[config.mk]
export PLATFORM = sky130hd
export DESIGN_NAME = fmm_fmul
export DESIGN_NICKNAME = d
export VERILOG_FILES = /design/src/fmm_pkg.sv /design/src/fmm_fmul.sv
export SDC_FILE = /design/constraint.sdc
export NUM_CORES = 2
export LEC_CHECK = 0
export ABC_AREA = 1
export BUFFER_PORTS_ARGS = -buffer_cell sky130_fd_sc_hd__buf_4
export CAP_MARGIN = 20
export CORE_MARGIN = 2
export CORE_UTILIZATION = 25
export CTS_BUF_LIST = sky130_fd_sc_hd__clkbuf_4 sky130_fd_sc_hd__clkbuf_8
export DETAILED_ROUTE_END_ITERATION = 7
export PLACE_DENSITY = 0.41
export SETUP_SLACK_MARGIN = 0.1
export SYNTH_ARGS = -nofsm -noshare
export SYNTH_HDL_FRONTEND = slang
export SYNTH_SLANG_ARGS = --single-unit
[constraint.sdc]
create_clock -name clk -period 9.4 [get_ports clk]
set_clock_uncertainty 0.15 [all_clocks]
set_input_delay 0.47 -clock clk [delete_from_list [all_inputs] [get_ports clk]]
set_output_delay 0.47 -clock clk [all_outputs]
set_load 0.005 [all_outputs]
[src/fmm_pkg.sv]
// Shared types, codes and single-precision rounding helpers for the matrix multiply unit.
package fmm_pkg;

  localparam logic [1:0] FUNC_LOAD_A = 2'd0;
  localparam logic [1:0] FUNC_LOAD_B = 2'd1;
  localparam logic [1:0] FUNC_READ   = 2'd2;

  localparam logic [1:0] SP_NONE = 2'd0;
  localparam logic [1:0] SP_NAN  = 2'd1;
  localparam logic [1:0] SP_INF  = 2'd2;
  localparam logic [1:0] SP_ZERO = 2'd3;

  localparam logic [31:0] CANON_NAN = 32'h7FC0_0000;
  localparam int SIZE_W = 7;

  typedef struct packed {
    logic [1:0]         sp;
    logic               sgn;
    logic signed [9:0]  e_pre;
    logic [5:0]         lz;
    logic [47:0]        sig;
  } fmm_stage_t;

  function automatic logic [5:0] fmm_lzc(input logic [47:0] sig);
    logic [5:0] lz;
    lz = 6'd48;
    for (int i = 0; i < 48; i++) begin
      if (sig[i]) begin
        lz = 6'(47 - i);
      end
    end
    return lz;
  endfunction

  function automatic logic [31:0] fmm_round(input logic sgn, input logic signed [9:0] e_pre,
                                            input logic [5:0] lz, input logic [47:0] sig);
    logic signed [10:0] eb;
    logic [47:0] q;
    logic [47:0] mask;
    logic [5:0]  rsh;
    logic        st;
    logic        rnd;
    logic [7:0]  ef;
    logic [30:0] mag;
    eb   = 11'(e_pre) - 11'({5'b0, lz});
    st   = 1'b0;
    ef   = 8'd0;
    rsh  = 6'd0;
    mask = 48'd0;
    if (eb >= 11'sd1) begin
      q  = sig << lz;
      ef = eb[7:0];
    end else if (e_pre >= 10'sd1) begin
      q = sig << (e_pre[5:0] - 6'd1);
    end else if (e_pre > -10'sd47) begin
      rsh  = 6'(10'sd1 - e_pre);
      q    = sig >> rsh;
      mask = (48'd1 << rsh) - 48'd1;
      st   = |(sig & mask);
    end else begin
      q  = 48'd0;
      st = |sig;
    end
    st  = st | (|q[22:0]);
    rnd = q[23] & (st | q[24]);
    mag = {ef, q[46:24]} + 31'(rnd);
    if (eb >= 11'sd255) begin
      mag = {8'hFF, 23'd0};
    end
    return {sgn, mag};
  endfunction

  function automatic logic [31:0] fmm_final(input fmm_stage_t s);
    logic [31:0] res;
    case (s.sp)
      SP_NAN:  res = CANON_NAN;
      SP_INF:  res = {s.sgn, 8'hFF, 23'd0};
      SP_ZERO: res = {s.sgn, 31'd0};
      default: res = fmm_round(s.sgn, s.e_pre, s.lz, s.sig);
    endcase
    return res;
  endfunction

endpackage

[src/fmm_fmul.sv]
// Three-stage single-precision multiplier, round to nearest even.
module fmm_fmul
  import fmm_pkg::*;
(
  input  logic        clk,
  input  logic        rst_n,
  input  logic        in_vld,
  input  logic [31:0] op_a,
  input  logic [31:0] op_b,
  output logic        out_vld,
  output logic [31:0] out_res
);

  logic        v1_r, v2_r, v3_r;
  fmm_stage_t  s1_r, s2_r;
  fmm_stage_t  s1_nxt, s2_nxt;
  logic [31:0] res_r;

  logic [7:0]  ea, eb;
  logic        nan_a, nan_b, inf_a, inf_b, zero_a, zero_b;

  always_comb begin
    ea     = (op_a[30:23] == 8'd0) ? 8'd1 : op_a[30:23];
    eb     = (op_b[30:23] == 8'd0) ? 8'd1 : op_b[30:23];
    nan_a  = (op_a[30:23] == 8'hFF) && (op_a[22:0] != 23'd0);
    nan_b  = (op_b[30:23] == 8'hFF) && (op_b[22:0] != 23'd0);
    inf_a  = (op_a[30:23] == 8'hFF) && (op_a[22:0] == 23'd0);
    inf_b  = (op_b[30:23] == 8'hFF) && (op_b[22:0] == 23'd0);
    zero_a = op_a[30:0] == 31'd0;
    zero_b = op_b[30:0] == 31'd0;
    s1_nxt.sgn   = op_a[31] ^ op_b[31];
    s1_nxt.e_pre = $signed({2'b0, ea}) + $signed({2'b0, eb}) - 10'sd126;
    s1_nxt.lz    = 6'd0;
    s1_nxt.sig   = {24'd0, op_a[30:23] != 8'd0, op_a[22:0]} *
                   {24'd0, op_b[30:23] != 8'd0, op_b[22:0]};
    if (nan_a || nan_b || (inf_a && zero_b) || (zero_a && inf_b)) begin
      s1_nxt.sp = SP_NAN;
    end else if (inf_a || inf_b) begin
      s1_nxt.sp = SP_INF;
    end else if (zero_a || zero_b) begin
      s1_nxt.sp = SP_ZERO;
    end else begin
      s1_nxt.sp = SP_NONE;
    end
  end

  always_comb begin
    s2_nxt    = s1_r;
    s2_nxt.lz = fmm_lzc(s1_r.sig);
  end

  always_ff @(posedge clk) begin
    if (!rst_n) begin
      v1_r <= 1'b0;
      v2_r <= 1'b0;
      v3_r <= 1'b0;
    end else begin
      v1_r <= in_vld;
      v2_r <= v1_r;
      v3_r <= v2_r;
    end
  end

  always_ff @(posedge clk) begin
    s1_r  <= s1_nxt;
    s2_r  <= s2_nxt;
    res_r <= fmm_final(s2_r);
  end

  assign out_vld = v3_r;
  assign out_res = res_r;

endmodule

==> flow_summary.json <==
{
  "vias": 30600,
  "critPathLaunchType": "input pin",
  "crit_path_frequent_cell": "inv_1",
  "yosysUniqueCellTypes": 77,
  "cts_tree": "done",
  "hp-class": "in2reg",
  "clock_latency_ps": 570,
  "postRouteAntennaNets": 0,
  "status": "finished, final reports clean",
  "placed_cell_area_sq_um": 35900,
  "totalWireLength_microns": 124000,
  "drtPass1Iterations": 8,
  "htreeDepth": 4,
  "slew_headroom": 0.296,
  "async_flop_share": 0,
  "syn-num-nets": 5673,
  "timing.fmax_mhz": 127,
  "hold_ws_ps": 96.1,
  "rsz0062_at_grt": "false",
  "cts.path.max_buffers": 2,
  "tightest_slew_ps": 1050,
  "crit_required_ps": 9680,
  "critPathBufInv": 11,
  "final_core_utilization": 0.270,
  "cp-end-kind": "flip-flop",
  "syn-instance-count": 4915,
  "crit_slowest_cell": "fa_1",
  "r2r_slack_ps": 3050,
  "die_area_sq_um": 138000,
  "syn_area_sq_um": 33900,
  "initial_utilization": 0.251,
  "setup_viol": 0,
  "cp.arrival_ps": 8140,
  "final_max_slew_viol_count": 0,
  "overflow": 0,
  "clk_pin_slew_ps": 100,
  "antenna_found_initial": 6,
  "cts_root_buffer": "clkbuf_8",
  "period_minus_slack_ps": 7860,
  "drive_gt1_frac": 0.0516,
  "cp_slowest_stage_delay_ps": 540,
  "grt_pass1_wl_microns": 191000,
  "drv_cap": 0,
  "yosys_register_bits": 163,
  "coreArea_sq_um": 135000,
  "syn_area_per_cell_sq_um": 6.89,
  "fp-row-count": 135,
  "drt_iter0_markers": 2029,
  "avgRoutedWirePerCell_microns": 18.9,
  "cts_inserted_buffers": 17,
  "num_io_pins": 100,
  "tns_ps": 0,
  "hold_viol": 0,
  "yosys_most_used_dff": "dfxtp_1",
  "post_cts.repair.setup_buffers": 0,
  "cts_sinks": 163,
  "die_w_microns": 372,
  "seq_area_frac_synth": 0.0963,
  "track_usage": 0.181,
  "fin_crit_sh": 0.836,
  "cp_max_fo": 25,
  "grt_max_degree": 88,
  "viasPerCell": 4.64,
  "place.gp.congestion": 0.927,
  "cpLargestDelayFamily": "adder cells",
  "synth-edff-count": 0,
  "finalInstanceArea_sq_um": 36400,
  "die_h_microns": 372,
  "area_delta_synth_final_pct": 7.43,
  "final_nets": 5554,
  "critPathKind": "in2reg",
  "dp_hpwl_microns": 99000,
  "drc": 0,
  "grt_pass1_vias": 31400,
  "ys_warn_count": 0,
  "portBuffers": 99
}
## tightest hold or removal path: stages
cell and delay (ps):
buf_4 80, inv_1 40, nand2_1 60, ha_1 120
## path summary, 6_finish.rpt
check,from,end,depth (start not counted)
setup / recovery,op_b[1],s1_r[47],38
hold / removal,op_a[23],s1_r[54],4
setup reg to reg,s2_r[55],out_res[26],35
hold reg to reg,s1_r[54],s2_r[54],0
## stage by stage
stage	setup WS [ps]	std cells
after floorplan	1820	4915
after global placement	919	6552
after detailed placement	847	6553
after CTS	1510	6590
after global routing	1050	6592
final	1540	6592
## layer usage
layer  GRT usage  part of all wire
met1       0.247              0.47
met4      0.0461             0.022
met5           0                 0
met2       0.308              0.48
met3      0.0132             0.036
## state kept, by name (all words and copies together) (netlist names)
name	flops
v2_r	1
out_vld	1
s2_r	67
s1_r	61
out_res	32
v1_r	1
## cells in the mapped netlist (all sizes together), types with 24 or more instances
| cell | instances | area [sq um] |
|---|---|---|
| nand3 | 129 | 656 |
| a21oi | 163 | 816 |
| nand4 | 41 | 305 |
| nor4 | 43 | 297 |
| o211ai | 24 | 180 |
| o21ai | 390 | 2000 |
| nor2 | 367 | 1470 |
| mux2i | 80 | 801 |
| inv | 1013 | 3800 |
| fa | 484 | 9690 |
| nor3 | 52 | 265 |
| ha | 207 | 2590 |
| buf | 84 | 450 |
| nand2 | 1268 | 4780 |
| dfxtp | 163 | 3260 |
| clkbuf | 186 | 698 |
| xor2 | 48 | 462 |
## placed cells by master, fill, tap and decap left out, drive strengths merged, types with 3 or more instances in the layout
master	instances
a21oi	163
a22o	3
a22oi	4
a31oi	21
buf	127
clkbuf	18
clkinv	17
dfxtp	163
dlygate4sd3	5
fa	484
ha	207
inv	1017
mux2i	80
nand2	1268
nand3	129
nand3b	4
nand4	41
nor2	367
nor3	52
nor4	43
o2111ai	7
o211ai	24
o21a	7
o21ai	390
o21bai	15
o221ai	8
o22ai	18
o311ai	5
o31ai	11
o32ai	3
or2	10
or4	5
xnor2	20
xor2	48
## cell families (layout without fill, tap and decap cells)
group | Yosys count | after routing | share of synthesized area
flip-flops | 163 | 163 | 0.0963
XOR/XNOR | 68 | 68 | 0.0196
AND/OR/NAND/NOR | 1925 | 1925 | 0.235
other | 0 | 2 | 0
buffers and inverters | 1290 | 1184 | 0.147
adder cells (fa/ha/maj) | 691 | 691 | 0.363
multiplexers | 80 | 80 | 0.0236
AO/OA/AOI/OAI | 698 | 698 | 0.116
## layout make-up
type	count	area, sq um
Fill cell	15100	98600
Multi-Input combinational cell	3462	25600
Inverter	1020	3830
Sequential cell	163	3270
Tap cell	1781	2230
Timing Repair Buffer	132	1000
Clock buffer	18	248
Clock inverter	14	165
Antenna cell	2	5.00
## what timing repair did
item | in CTS | in global routing
hold endpoints to repair | 4 | 0
resized for setup | 0 | 0
hold buffers | 5 | 0
Power is not shown: default switching activity piles up to over one toggle a cycle in this logic, so the estimate is an artifact.
