**config.mk**
```make
export PLATFORM = sky130hd
export DESIGN_NAME = fmm_fadd
export DESIGN_NICKNAME = d
export VERILOG_FILES = /design/src/fmm_pkg.sv /design/src/fmm_fadd.sv
export SDC_FILE = /design/constraint.sdc
export NUM_CORES = 1
export LEC_CHECK = 0
export BUFFER_PORTS_ARGS = -buffer_cell sky130_fd_sc_hd__buf_4
export CAP_MARGIN = 20
export CORE_ASPECT_RATIO = 1.5
export CORE_UTILIZATION = 55
export DETAILED_ROUTE_END_ITERATION = 16
export PLACE_DENSITY = 0.72
export SYNTH_ARGS = -nofsm -noshare
export SYNTH_HDL_FRONTEND = slang
export SYNTH_SLANG_ARGS = --single-unit
```
**constraint.sdc**
```tcl
create_clock -name clk -period 32 [get_ports clk]
set_clock_uncertainty 0.05 [all_clocks]
set_input_delay 4.8 -clock clk [delete_from_list [all_inputs] [get_ports clk]]
set_output_delay 4.8 -clock clk [all_outputs]
set_load 0.05 [all_outputs]
```
**src/fmm_pkg.sv**
```systemverilog
// Shared types, codes and single-precision rounding helpers for the matrix multiply unit.
package fmm_pkg;

  localparam logic [1:0] FUNC_LOAD_A = 2'd0;
  localparam logic [1:0] FUNC_LOAD_B = 2'd1;
  localparam logic [1:0] FUNC_READ   = 2'd2;

  localparam logic [1:0] SP_NONE = 2'd0;
  localparam logic [1:0] SP_NAN  = 2'd1;
  localparam logic [1:0] SP_INF  = 2'd2;
  localparam logic [1:0] SP_ZERO = 2'd3;

  localparam logic [31:0] CANON_NAN = 32'h7FC0_0000;
  localparam int SIZE_W = 7;

  typedef struct packed {
    logic [1:0]         sp;
    logic               sgn;
    logic signed [9:0]  e_pre;
    logic [5:0]         lz;
    logic [47:0]        sig;
  } fmm_stage_t;

  function automatic logic [5:0] fmm_lzc(input logic [47:0] sig);
    logic [5:0] lz;
    lz = 6'd48;
    for (int i = 0; i < 48; i++) begin
      if (sig[i]) begin
        lz = 6'(47 - i);
      end
    end
    return lz;
  endfunction

  function automatic logic [31:0] fmm_round(input logic sgn, input logic signed [9:0] e_pre,
                                            input logic [5:0] lz, input logic [47:0] sig);
    logic signed [10:0] eb;
    logic [47:0] q;
    logic [47:0] mask;
    logic [5:0]  rsh;
    logic        st;
    logic        rnd;
    logic [7:0]  ef;
    logic [30:0] mag;
    eb   = 11'(e_pre) - 11'({5'b0, lz});
    st   = 1'b0;
    ef   = 8'd0;
    rsh  = 6'd0;
    mask = 48'd0;
    if (eb >= 11'sd1) begin
      q  = sig << lz;
      ef = eb[7:0];
    end else if (e_pre >= 10'sd1) begin
      q = sig << (e_pre[5:0] - 6'd1);
    end else if (e_pre > -10'sd47) begin
      rsh  = 6'(10'sd1 - e_pre);
      q    = sig >> rsh;
      mask = (48'd1 << rsh) - 48'd1;
      st   = |(sig & mask);
    end else begin
      q  = 48'd0;
      st = |sig;
    end
    st  = st | (|q[22:0]);
    rnd = q[23] & (st | q[24]);
    mag = {ef, q[46:24]} + 31'(rnd);
    if (eb >= 11'sd255) begin
      mag = {8'hFF, 23'd0};
    end
    return {sgn, mag};
  endfunction

  function automatic logic [31:0] fmm_final(input fmm_stage_t s);
    logic [31:0] res;
    case (s.sp)
      SP_NAN:  res = CANON_NAN;
      SP_INF:  res = {s.sgn, 8'hFF, 23'd0};
      SP_ZERO: res = {s.sgn, 31'd0};
      default: res = fmm_round(s.sgn, s.e_pre, s.lz, s.sig);
    endcase
    return res;
  endfunction

endpackage

```
**src/fmm_fadd.sv**
```systemverilog
// Three-stage single-precision adder, round to nearest even.
module fmm_fadd
  import fmm_pkg::*;
(
  input  logic        clk,
  input  logic        rst_n,
  input  logic        in_vld,
  input  logic [31:0] op_x,
  input  logic [31:0] op_y,
  output logic        out_vld,
  output logic [31:0] out_res
);

  logic        v1_r, v2_r, v3_r;
  fmm_stage_t  s1_r, s2_r;
  fmm_stage_t  s1_nxt, s2_nxt;
  logic        zs_r;
  logic [31:0] res_r;

  logic [31:0] big, sml;
  logic [7:0]  e_big, e_sml, d;
  logic [47:0] sig_big, sig_sml, sig_sh, mask;
  logic        st, nan_x, nan_y, inf_x, inf_y;

  always_comb begin
    if (op_x[30:0] >= op_y[30:0]) begin
      big = op_x;
      sml = op_y;
    end else begin
      big = op_y;
      sml = op_x;
    end
    e_big   = (big[30:23] == 8'd0) ? 8'd1 : big[30:23];
    e_sml   = (sml[30:23] == 8'd0) ? 8'd1 : sml[30:23];
    d       = e_big - e_sml;
    sig_big = {1'b0, big[30:23] != 8'd0, big[22:0], 23'd0};
    sig_sml = {1'b0, sml[30:23] != 8'd0, sml[22:0], 23'd0};
    mask    = 48'd0;
    if (d >= 8'd48) begin
      sig_sh = 48'd0;
      st     = |sig_sml;
    end else begin
      sig_sh = sig_sml >> d;
      mask   = (48'd1 << d) - 48'd1;
      st     = |(sig_sml & mask);
    end
    sig_sh = sig_sh | {47'd0, st};
    nan_x  = (op_x[30:23] == 8'hFF) && (op_x[22:0] != 23'd0);
    nan_y  = (op_y[30:23] == 8'hFF) && (op_y[22:0] != 23'd0);
    inf_x  = (op_x[30:23] == 8'hFF) && (op_x[22:0] == 23'd0);
    inf_y  = (op_y[30:23] == 8'hFF) && (op_y[22:0] == 23'd0);
    s1_nxt.lz    = 6'd0;
    s1_nxt.e_pre = $signed({2'b0, e_big}) + 10'sd1;
    s1_nxt.sig   = (op_x[31] ^ op_y[31]) ? sig_big - sig_sh : sig_big + sig_sh;
    s1_nxt.sgn   = big[31];
    if (nan_x || nan_y || (inf_x && inf_y && (op_x[31] != op_y[31]))) begin
      s1_nxt.sp = SP_NAN;
    end else if (inf_x) begin
      s1_nxt.sp  = SP_INF;
      s1_nxt.sgn = op_x[31];
    end else if (inf_y) begin
      s1_nxt.sp  = SP_INF;
      s1_nxt.sgn = op_y[31];
    end else begin
      s1_nxt.sp = SP_NONE;
    end
  end

  always_comb begin
    s2_nxt    = s1_r;
    s2_nxt.lz = fmm_lzc(s1_r.sig);
    if ((s1_r.sp == SP_NONE) && (s1_r.sig == 48'd0)) begin
      s2_nxt.sp  = SP_ZERO;
      s2_nxt.sgn = zs_r;
    end
  end

  always_ff @(posedge clk) begin
    if (!rst_n) begin
      v1_r <= 1'b0;
      v2_r <= 1'b0;
      v3_r <= 1'b0;
    end else begin
      v1_r <= in_vld;
      v2_r <= v1_r;
      v3_r <= v2_r;
    end
  end

  always_ff @(posedge clk) begin
    s1_r  <= s1_nxt;
    zs_r  <= op_x[31] & op_y[31];
    s2_r  <= s2_nxt;
    res_r <= fmm_final(s2_r);
  end

  assign out_vld = v3_r;
  assign out_res = res_r;

endmodule

```
==> metrics, run 1 <==
status aborted with a tool error; last flow stage reached global routing (5_1_grt); first error [ERROR GRT-0116] Global routing finished with congestion. Check the congestion regions in the DRC Viewer.; grt total ovfl 7; clk buf depth 2; syn avg cell area 7.29 sq um; combinational family with the most area after synthesis compound AO/OA/AOI/OAI gates; Mapped Cells 3166; Synth Area in Compound Gates 28.2%; hpwl dp 83800 microns; die width 169 microns; Hold-fix buffers, CTS 0; first-pass GRT wire length 180000 microns; # Post-CTS Setup Buffers 0; I/O pin total 100; Yosys cell types 104; Setup WS pre-CTS 17120 ps; mux contribution to synthesized area 18.6%; num rows 91; # resized after CTS 0; post-synthesis sequential area ratio 14.0%; Post-synth EDFFs 0; synthesized area 0.0231 sq mm; Initial Util 56.0%; Yosys warning total 0; H-tree Lvls 4; Synth Register Bits 162; Synth Area in Adders 5.86%; GPL Wtd Cong 1.14; root buf cell clkbuf_16; Post-synth top flop dfxtp_1; global-route usage over all layers 55.9%; Inserted Clock Buffers 17; Async SR Flop Fraction 0%; number of global-route vias before repair 28300; CTS Sinks 162; die height 253 microns; largest net degree at the start of global routing 78; xor and xnor fraction of the mapped netlist area 4.13%; IO buf count 99; simple-gate share of the synthesized area 22.5%; syn_nets 3340
-- metrics by stage --
step                      instances  instance area [sq um]  utilization, %
after floorplan                3166                  23100               -
after global placement         3645                  24200            58.7
after detailed placement       3646                  24200            58.7
after CTS                      3678                  24800            60.2
-- cell families after synthesis --
family	after synthesis
flip-flops	162
AO/OA/AOI/OAI	985
adder cells (fa/ha/maj)	107
AND/OR/NAND/NOR	1114
buffers and inverters	395
multiplexers	295
XOR/XNOR	108
-- synthesized netlist by cell type (all sizes together), types with 44 or more instances --
master | instances | share of area (%)
nor4 | 45 | 1.2
inv | 142 | 2.3
nand4 | 44 | 1.2
dfxtp | 162 | 14
buf | 61 | 1.3
xnor2 | 72 | 2.8
a211oi | 71 | 2.4
nand2 | 405 | 6.7
mux4 | 102 | 10
mux2i | 156 | 6.8
nor3 | 85 | 1.9
nand3 | 70 | 1.5
a21oi | 271 | 5.9
o21ai | 226 | 4.9
o22ai | 55 | 1.5
ha | 105 | 5.7
nor2 | 291 | 4.8
clkbuf | 187 | 3.0
-- routing by layer --
layer	GRT overflow	track usage [%]
met3	0	23.8
met5	0	0.940
met4	2	59.5
met1	0	54.3
met2	5	85.7
==> run 2: changes to the inputs <==
--- a/config.mk
+++ b/config.mk
@@ -7,10 +7,9 @@
 export LEC_CHECK = 0
 export BUFFER_PORTS_ARGS = -buffer_cell sky130_fd_sc_hd__buf_4
 export CAP_MARGIN = 20
-export CORE_ASPECT_RATIO = 1.5
-export CORE_UTILIZATION = 55
+export CORE_UTILIZATION = 40
 export DETAILED_ROUTE_END_ITERATION = 16
-export PLACE_DENSITY = 0.72
+export PLACE_DENSITY_LB_ADDON = 0.15
 export SYNTH_ARGS = -nofsm -noshare
 export SYNTH_HDL_FRONTEND = slang
 export SYNTH_SLANG_ARGS = --single-unit
==> metrics, run 2 <==
Startpoint Class primary input; Yosys cell types 104 (unchanged); clk buf depth 2 (unchanged); count leader, synth nand2_1; post-layout min period 14760 ps; first-pass GRT wire length 156000 microns; core footprint 0.0567 sq mm; post-synth top area share 14.0% (unchanged); Die ar. 0.0587 sq mm; Yosys warning total 0 (unchanged); clock latency on the worst-skew pair 460 ps; max reg flops 66; die width 242 microns (+43%); Leak 0.0100 uW; post-synthesis sequential area ratio 14.0% (unchanged); Synth area leaders dfxtp_1, mux4_2, mux2i_1; Iter 0 DRT Violations 2897; number of global-route vias before repair 24200; # Post-CTS Setup Buffers 0 (unchanged); arrival time worst endpoint 15030 ps; Hold-fix buffers, CTS 0 (unchanged); top cells by count, synth nand2_1, nor2_1, a21oi_1, o21ai_0, clkbuf_1; cell taking the most area after synthesis dfxtp_1; DRT antenna net count 0; grt total ovfl 0; CTS Sinks 162 (unchanged); Finished Layout Cells 3872; Max FO, Critical Path 61; f_max 67.8 MHz; Slew Limit Fails 0; critical path required time 32270 ps; Slew headroom 23.8%; H-tree Lvls 4 (unchanged); num rows 87 (-4.4%); first-pass iteration count of the detailed router 7; Largest Register s2_r; status completed; placed insts 3840 (+5.3%); Inserted Clock Buffers 17 (unchanged); Worst-Margin Slew 1140 ps; root buf cell clkbuf_16; VDD IR max 0.0530 mV; # setup viols final 0; Mapped Cells 3166 (unchanged); HP Class register to register; final number of hold-violating endpoints 0; worst hold margin 278 ps; Max stage delay cell, worst path a2111o_1; DRC viols 0; syn avg cell area 7.29 sq um (unchanged); synthesized area 0.0231 sq mm (unchanged); Via Count 25700; Antenna diodes 0; Synth Register Bits 162 (unchanged); IO buf count 99 (unchanged); RSZ-0062 raised after global routing false; CTS tree yes; crit end category register; final wirelength 104000 microns; Post-synth top flop dfxtp_1; I/O pin total 100 (unchanged); share of cells above drive strength 1 13.9%; Vias/cell 6.63; Area growth, synth to finish 8.56%; commonest non-fill, non-tap cell in the layout nand2_1; largest net degree at the start of global routing 62; global-route usage over all layers 34.5%; MaxCap Viol Count 0; final cycle utilization of the critical path 46.1%; hpwl dp 81400 microns (-2.8%); syn_nets 3340 (unchanged); Worst-path clk slew 70 ps; Post-synth EDFFs 0 (unchanged); setup_tns 0 ps; Routed WL per cell 27.0 microns; initial antenna violation count 0; Async SR Flop Fraction 0% (unchanged); die height 242 microns (-4.2%); GPL Wtd Cong 1.05 (-7.5%); nets@finish 3277; Largest stage delay, worst path 650 ps; crit path kind primary input to register; most frequent cells in the layout nand2_1, nor2_1, a21oi_1, o21ai_0, buf_4; # resized after CTS 0 (unchanged); Initial Util 40.7% (-15 points); power per cell area 94.9 mW/mm^2
-- run 2: cell counts after synthesis --
No cell type changed its count.
-- run 2: layout make-up --
class / instances / area [sq um]
clock buffers: 17 / 425
clock inverters: 15 / 209
fillers: 5855 / 31700
inverters: 147 / 552
multi-input cells: 2609 / 18400
flip-flops and latches: 162 / 3250
well taps: 756 / 946
repair buffers: 166 / 1250
-- run 2: per-layer routing --
| metal | track usage [%] | vias up | share of wire (%) |
|---|---|---|---|
| met2 | 55.2 | 1473 | 45 |
| li1 | - | 11700 | - |
| met5 | 0 | - | 0 |
| met1 | 43.1 | 12300 | 40 |
| met3 | 5.12 | 282 | 8.2 |
| met4 | 22.8 | 0 | 7.0 |
-- run 2: critical path, delay by kind of cell --
kind	cells	cell delay [ps]
adders and majority gates	4	1160
AOI/OAI and AO/OA	23	5150
and+or+nand+nor	5	1260
muxes	4	1660
buffers and inverters	5	910
-- run 2: cells by family after synthesis --
kind of cell | after synthesis | share of synthesized area (%)
AO/OA/AOI/OAI | 985 | 28.2
XOR/XNOR | 108 | 4.13
adder cells (fa/ha/maj) | 107 | 5.86
buffers and inverters | 395 | 6.68
flip-flops | 162 | 14.0
multiplexers | 295 | 18.6
AND/OR/NAND/NOR | 1114 | 22.5
-- run 2: path summary, 6_finish.rpt --
check	start	end	slack, ps	cells after the start
worst max-delay path	op_y[29]	s1_r[46]$_DFF_P_	17240	41
worst min-delay path	s1_r[60]$_DFF_P_	s2_r[60]$_DFF_P_	280	0
worst min register to register	s1_r[60]$_DFF_P_	s2_r[60]$_DFF_P_	280	0
worst max register to register	s2_r[49]$_SDFF_PP0_	out_res[26]$_DFF_P_	25120	22
-- run 2: stage by stage --
stage	setup WS, ps	area, sq um	power (uW)	utilization (%)
after global routing	16780	25100	2500	44.2
after global placement	17280	24400	2110	43.1
after detailed placement	17070	24400	2110	43.1
after floorplan	18030	23100	1560	-
final	17240	25100	2380	44.2
after CTS	17540	25100	2330	44.2
-- run 2: power breakdown --
group / leakage [uW] / internal [uW] / switching, uW
combinational: 0.00837 / 630 / 1110
clock: 0.000304 / 114 / 97.8
sequential: 0.00136 / 276 / 152
(Power assumes the default switching activity.)
==> run 3: changes to the inputs <==
==> constraint.sdc (replaced) <==
create_clock -name clk -period 11.8 [get_ports clk]
set_clock_uncertainty 0.05 [all_clocks]
set_input_delay 1.77 -clock clk [delete_from_list [all_inputs] [get_ports clk]]
set_output_delay 1.77 -clock clk [all_outputs]
set_load 0.05 [all_outputs]
==> metrics, run 3 (synthesis gave the netlist of run 2 again) <==
H-tree Lvls 4 (unchanged); power per cell area 258 mW/mm^2 (+170%); placed insts 3870 (+0.78%); switching pwr 3760 uW (+180%); die height 242 microns (unchanged); initial antenna violation count 0 (unchanged); share of cells above drive strength 1 14.9% (+0.97 points); final cycle utilization of the critical path 94.3%; commonest non-fill, non-tap cell in the layout nand2_1; Finished Layout Cells 3905 (+0.85%); global-route usage over all layers 35.6% (+1.1 points); Logic pwr share 72.9% (-0.2 points); first-pass iteration count of the detailed router 8 (+1); DRT antenna net count 0 (unchanged); root buf cell clkbuf_16; Pint 2790 uW (+170%); MaxCap Viol Count 0 (unchanged); final number of hold-violating endpoints 0 (unchanged); die width 242 microns (unchanged); nets@finish 3309 (+0.98%); Worst-Margin Slew 1240 ps (+99.3 ps); clk buf depth 2 (unchanged); max reg flops 66 (unchanged); Slew Limit Fails 0 (unchanged); Seq pwr share 18.2% (+0.2 points); HP Class register to register; delay-heaviest family, CP compound AO/OA/AOI/OAI gates; core footprint 0.0567 sq mm (unchanged); arrival time worst endpoint 11400 ps (-3630 ps); critical path required time 12080 ps (-20190 ps); Leak 0.0102 uW (+1.7%); Inserted Clock Buffers 17 (unchanged); final wirelength 108000 microns (+3.1%); Max FO, Critical Path 21 (-66%); Placement Cell Area 0.0247 sq mm (+0.96%); CTS Sinks 162 (unchanged); crit end category register; num rows 87 (unchanged); grt total ovfl 0 (unchanged); CTS tree yes; Area growth, synth to finish 9.82%; VDD IR max 0.161 mV (+200%); Initial Util 40.7% (unchanged); Bufs and invs on worst path 7 (+2); Largest Register s2_r; Design Area, Final 0.0253 sq mm (+1.2%); setup_tns 0 ps (unchanged); f_max 89.9 MHz; Clock power frac 8.8% (about the same); Startpoint Class primary input; CP most frequent cell buf_4; hpwl dp 84300 microns (+3.6%); DRC viols 0 (unchanged); fillers 5825 (-0.51%); Worst-path clk slew 80 ps (about the same); # Post-CTS Setup Buffers 0 (unchanged); status completed; RSZ-0062 raised after global routing false; # setup viols final 0 (unchanged); Via Count 25900 (+0.78%); largest net degree at the start of global routing 72 (+16%); Die ar. 0.0587 sq mm (unchanged); Slew headroom 16.6% (-7.2 points); Iter 0 DRT Violations 3012 (+4.0%); most frequent cells in the layout nand2_1, nor2_1, a21oi_1, o21ai_0, buf_4; Largest stage delay, worst path 560 ps (-90 ps); post-layout min period 11120 ps; GPL Wtd Cong 1.07 (+1.1%); worst setup margin 676 ps (-16570 ps); Routed WL per cell 27.6 microns (+2.3%); Setup WS pre-CTS 365 ps (-16700 ps); Max stage delay cell, worst path a311oi_4; IO buf count 99 (unchanged); first-pass GRT wire length 160000 microns (+2.3%); crit path kind primary input to register; sw frac 57.4% (+0.25 points); I/O pin total 100 (unchanged); Vias/cell 6.63 (about the same); number of global-route vias before repair 24300 (+0.50%); clock latency on the worst-skew pair 460 ps (about the same)
## run 3: worst paths after layout
kind                            start             endpoint  slack [ps]  cells after the start
setup / recovery             op_x[29]     s1_r[46]$_DFF_P_         680                     44
hold / removal       s1_r[59]$_DFF_P_     s2_r[59]$_DFF_P_         280                      0
setup reg to reg  s2_r[49]$_SDFF_PP0_  out_res[26]$_DFF_P_        4930                     24
hold reg to reg      s1_r[59]$_DFF_P_     s2_r[59]$_DFF_P_         280                      0
## run 3: final cells by class
class | count | area (sq um) | share of cell area [%]
repair buffers | 198 | 1500 | 5.90
inverters | 147 | 552 | 2.18
diodes | 1 | 2.50 | 0.00987
clock buffers | 17 | 425 | 1.68
multi-input cells | 2609 | 18500 | 72.8
flip-flops and latches | 162 | 3250 | 12.8
well taps | 756 | 946 | 3.73
clock inverters | 15 | 216 | 0.854
## run 3: per-stage QoR
stage	power, uW	hold slack (ps)	utilization [%]
floorplan	4230	260	-
CTS	6410	278	44.6
global placement	5810	265	43.5
detailed placement	5810	263	43.5
global route	6900	280	44.7
finish	6550	277	44.7
## run 3: timing repair
item | CTS | global route
setup endpoints to repair | 0 | 1
hold buffers | 0 | 0
gates resized for setup | 0 | 4
## run 3: per-layer routing
layer / track usage [%] / wire length [microns]
met1: 44.2 / 42700
met2: 57.6 / 48900
met3: 4.63 / 7980
met4: 23.6 / 8040
met5: 0 / 0
## run 3: power by group through the flow
stage | clock (uW) | combinational (uW) | sequential, uW
after floorplan | 0 | 3180 | 1050
after global placement | 0 | 4650 | 1160
after detailed placement | 0 | 4640 | 1170
after CTS | 593 | 4660 | 1160
after global routing | 618 | 5090 | 1190
final | 579 | 4780 | 1190
## run 3: worst reg2reg max path: cells and delay by family, from the launching register on
family / cells / cell delay, ps
buffers and inverters: 4 / 1730
multiplexers: 1 / 220
XOR/XNOR: 2 / 350
AND/OR/NAND/NOR: 8 / 1670
adder cells (fa/ha/maj): 2 / 760
flip-flops: 1 / 320
AO/OA/AOI/OAI: 7 / 1660
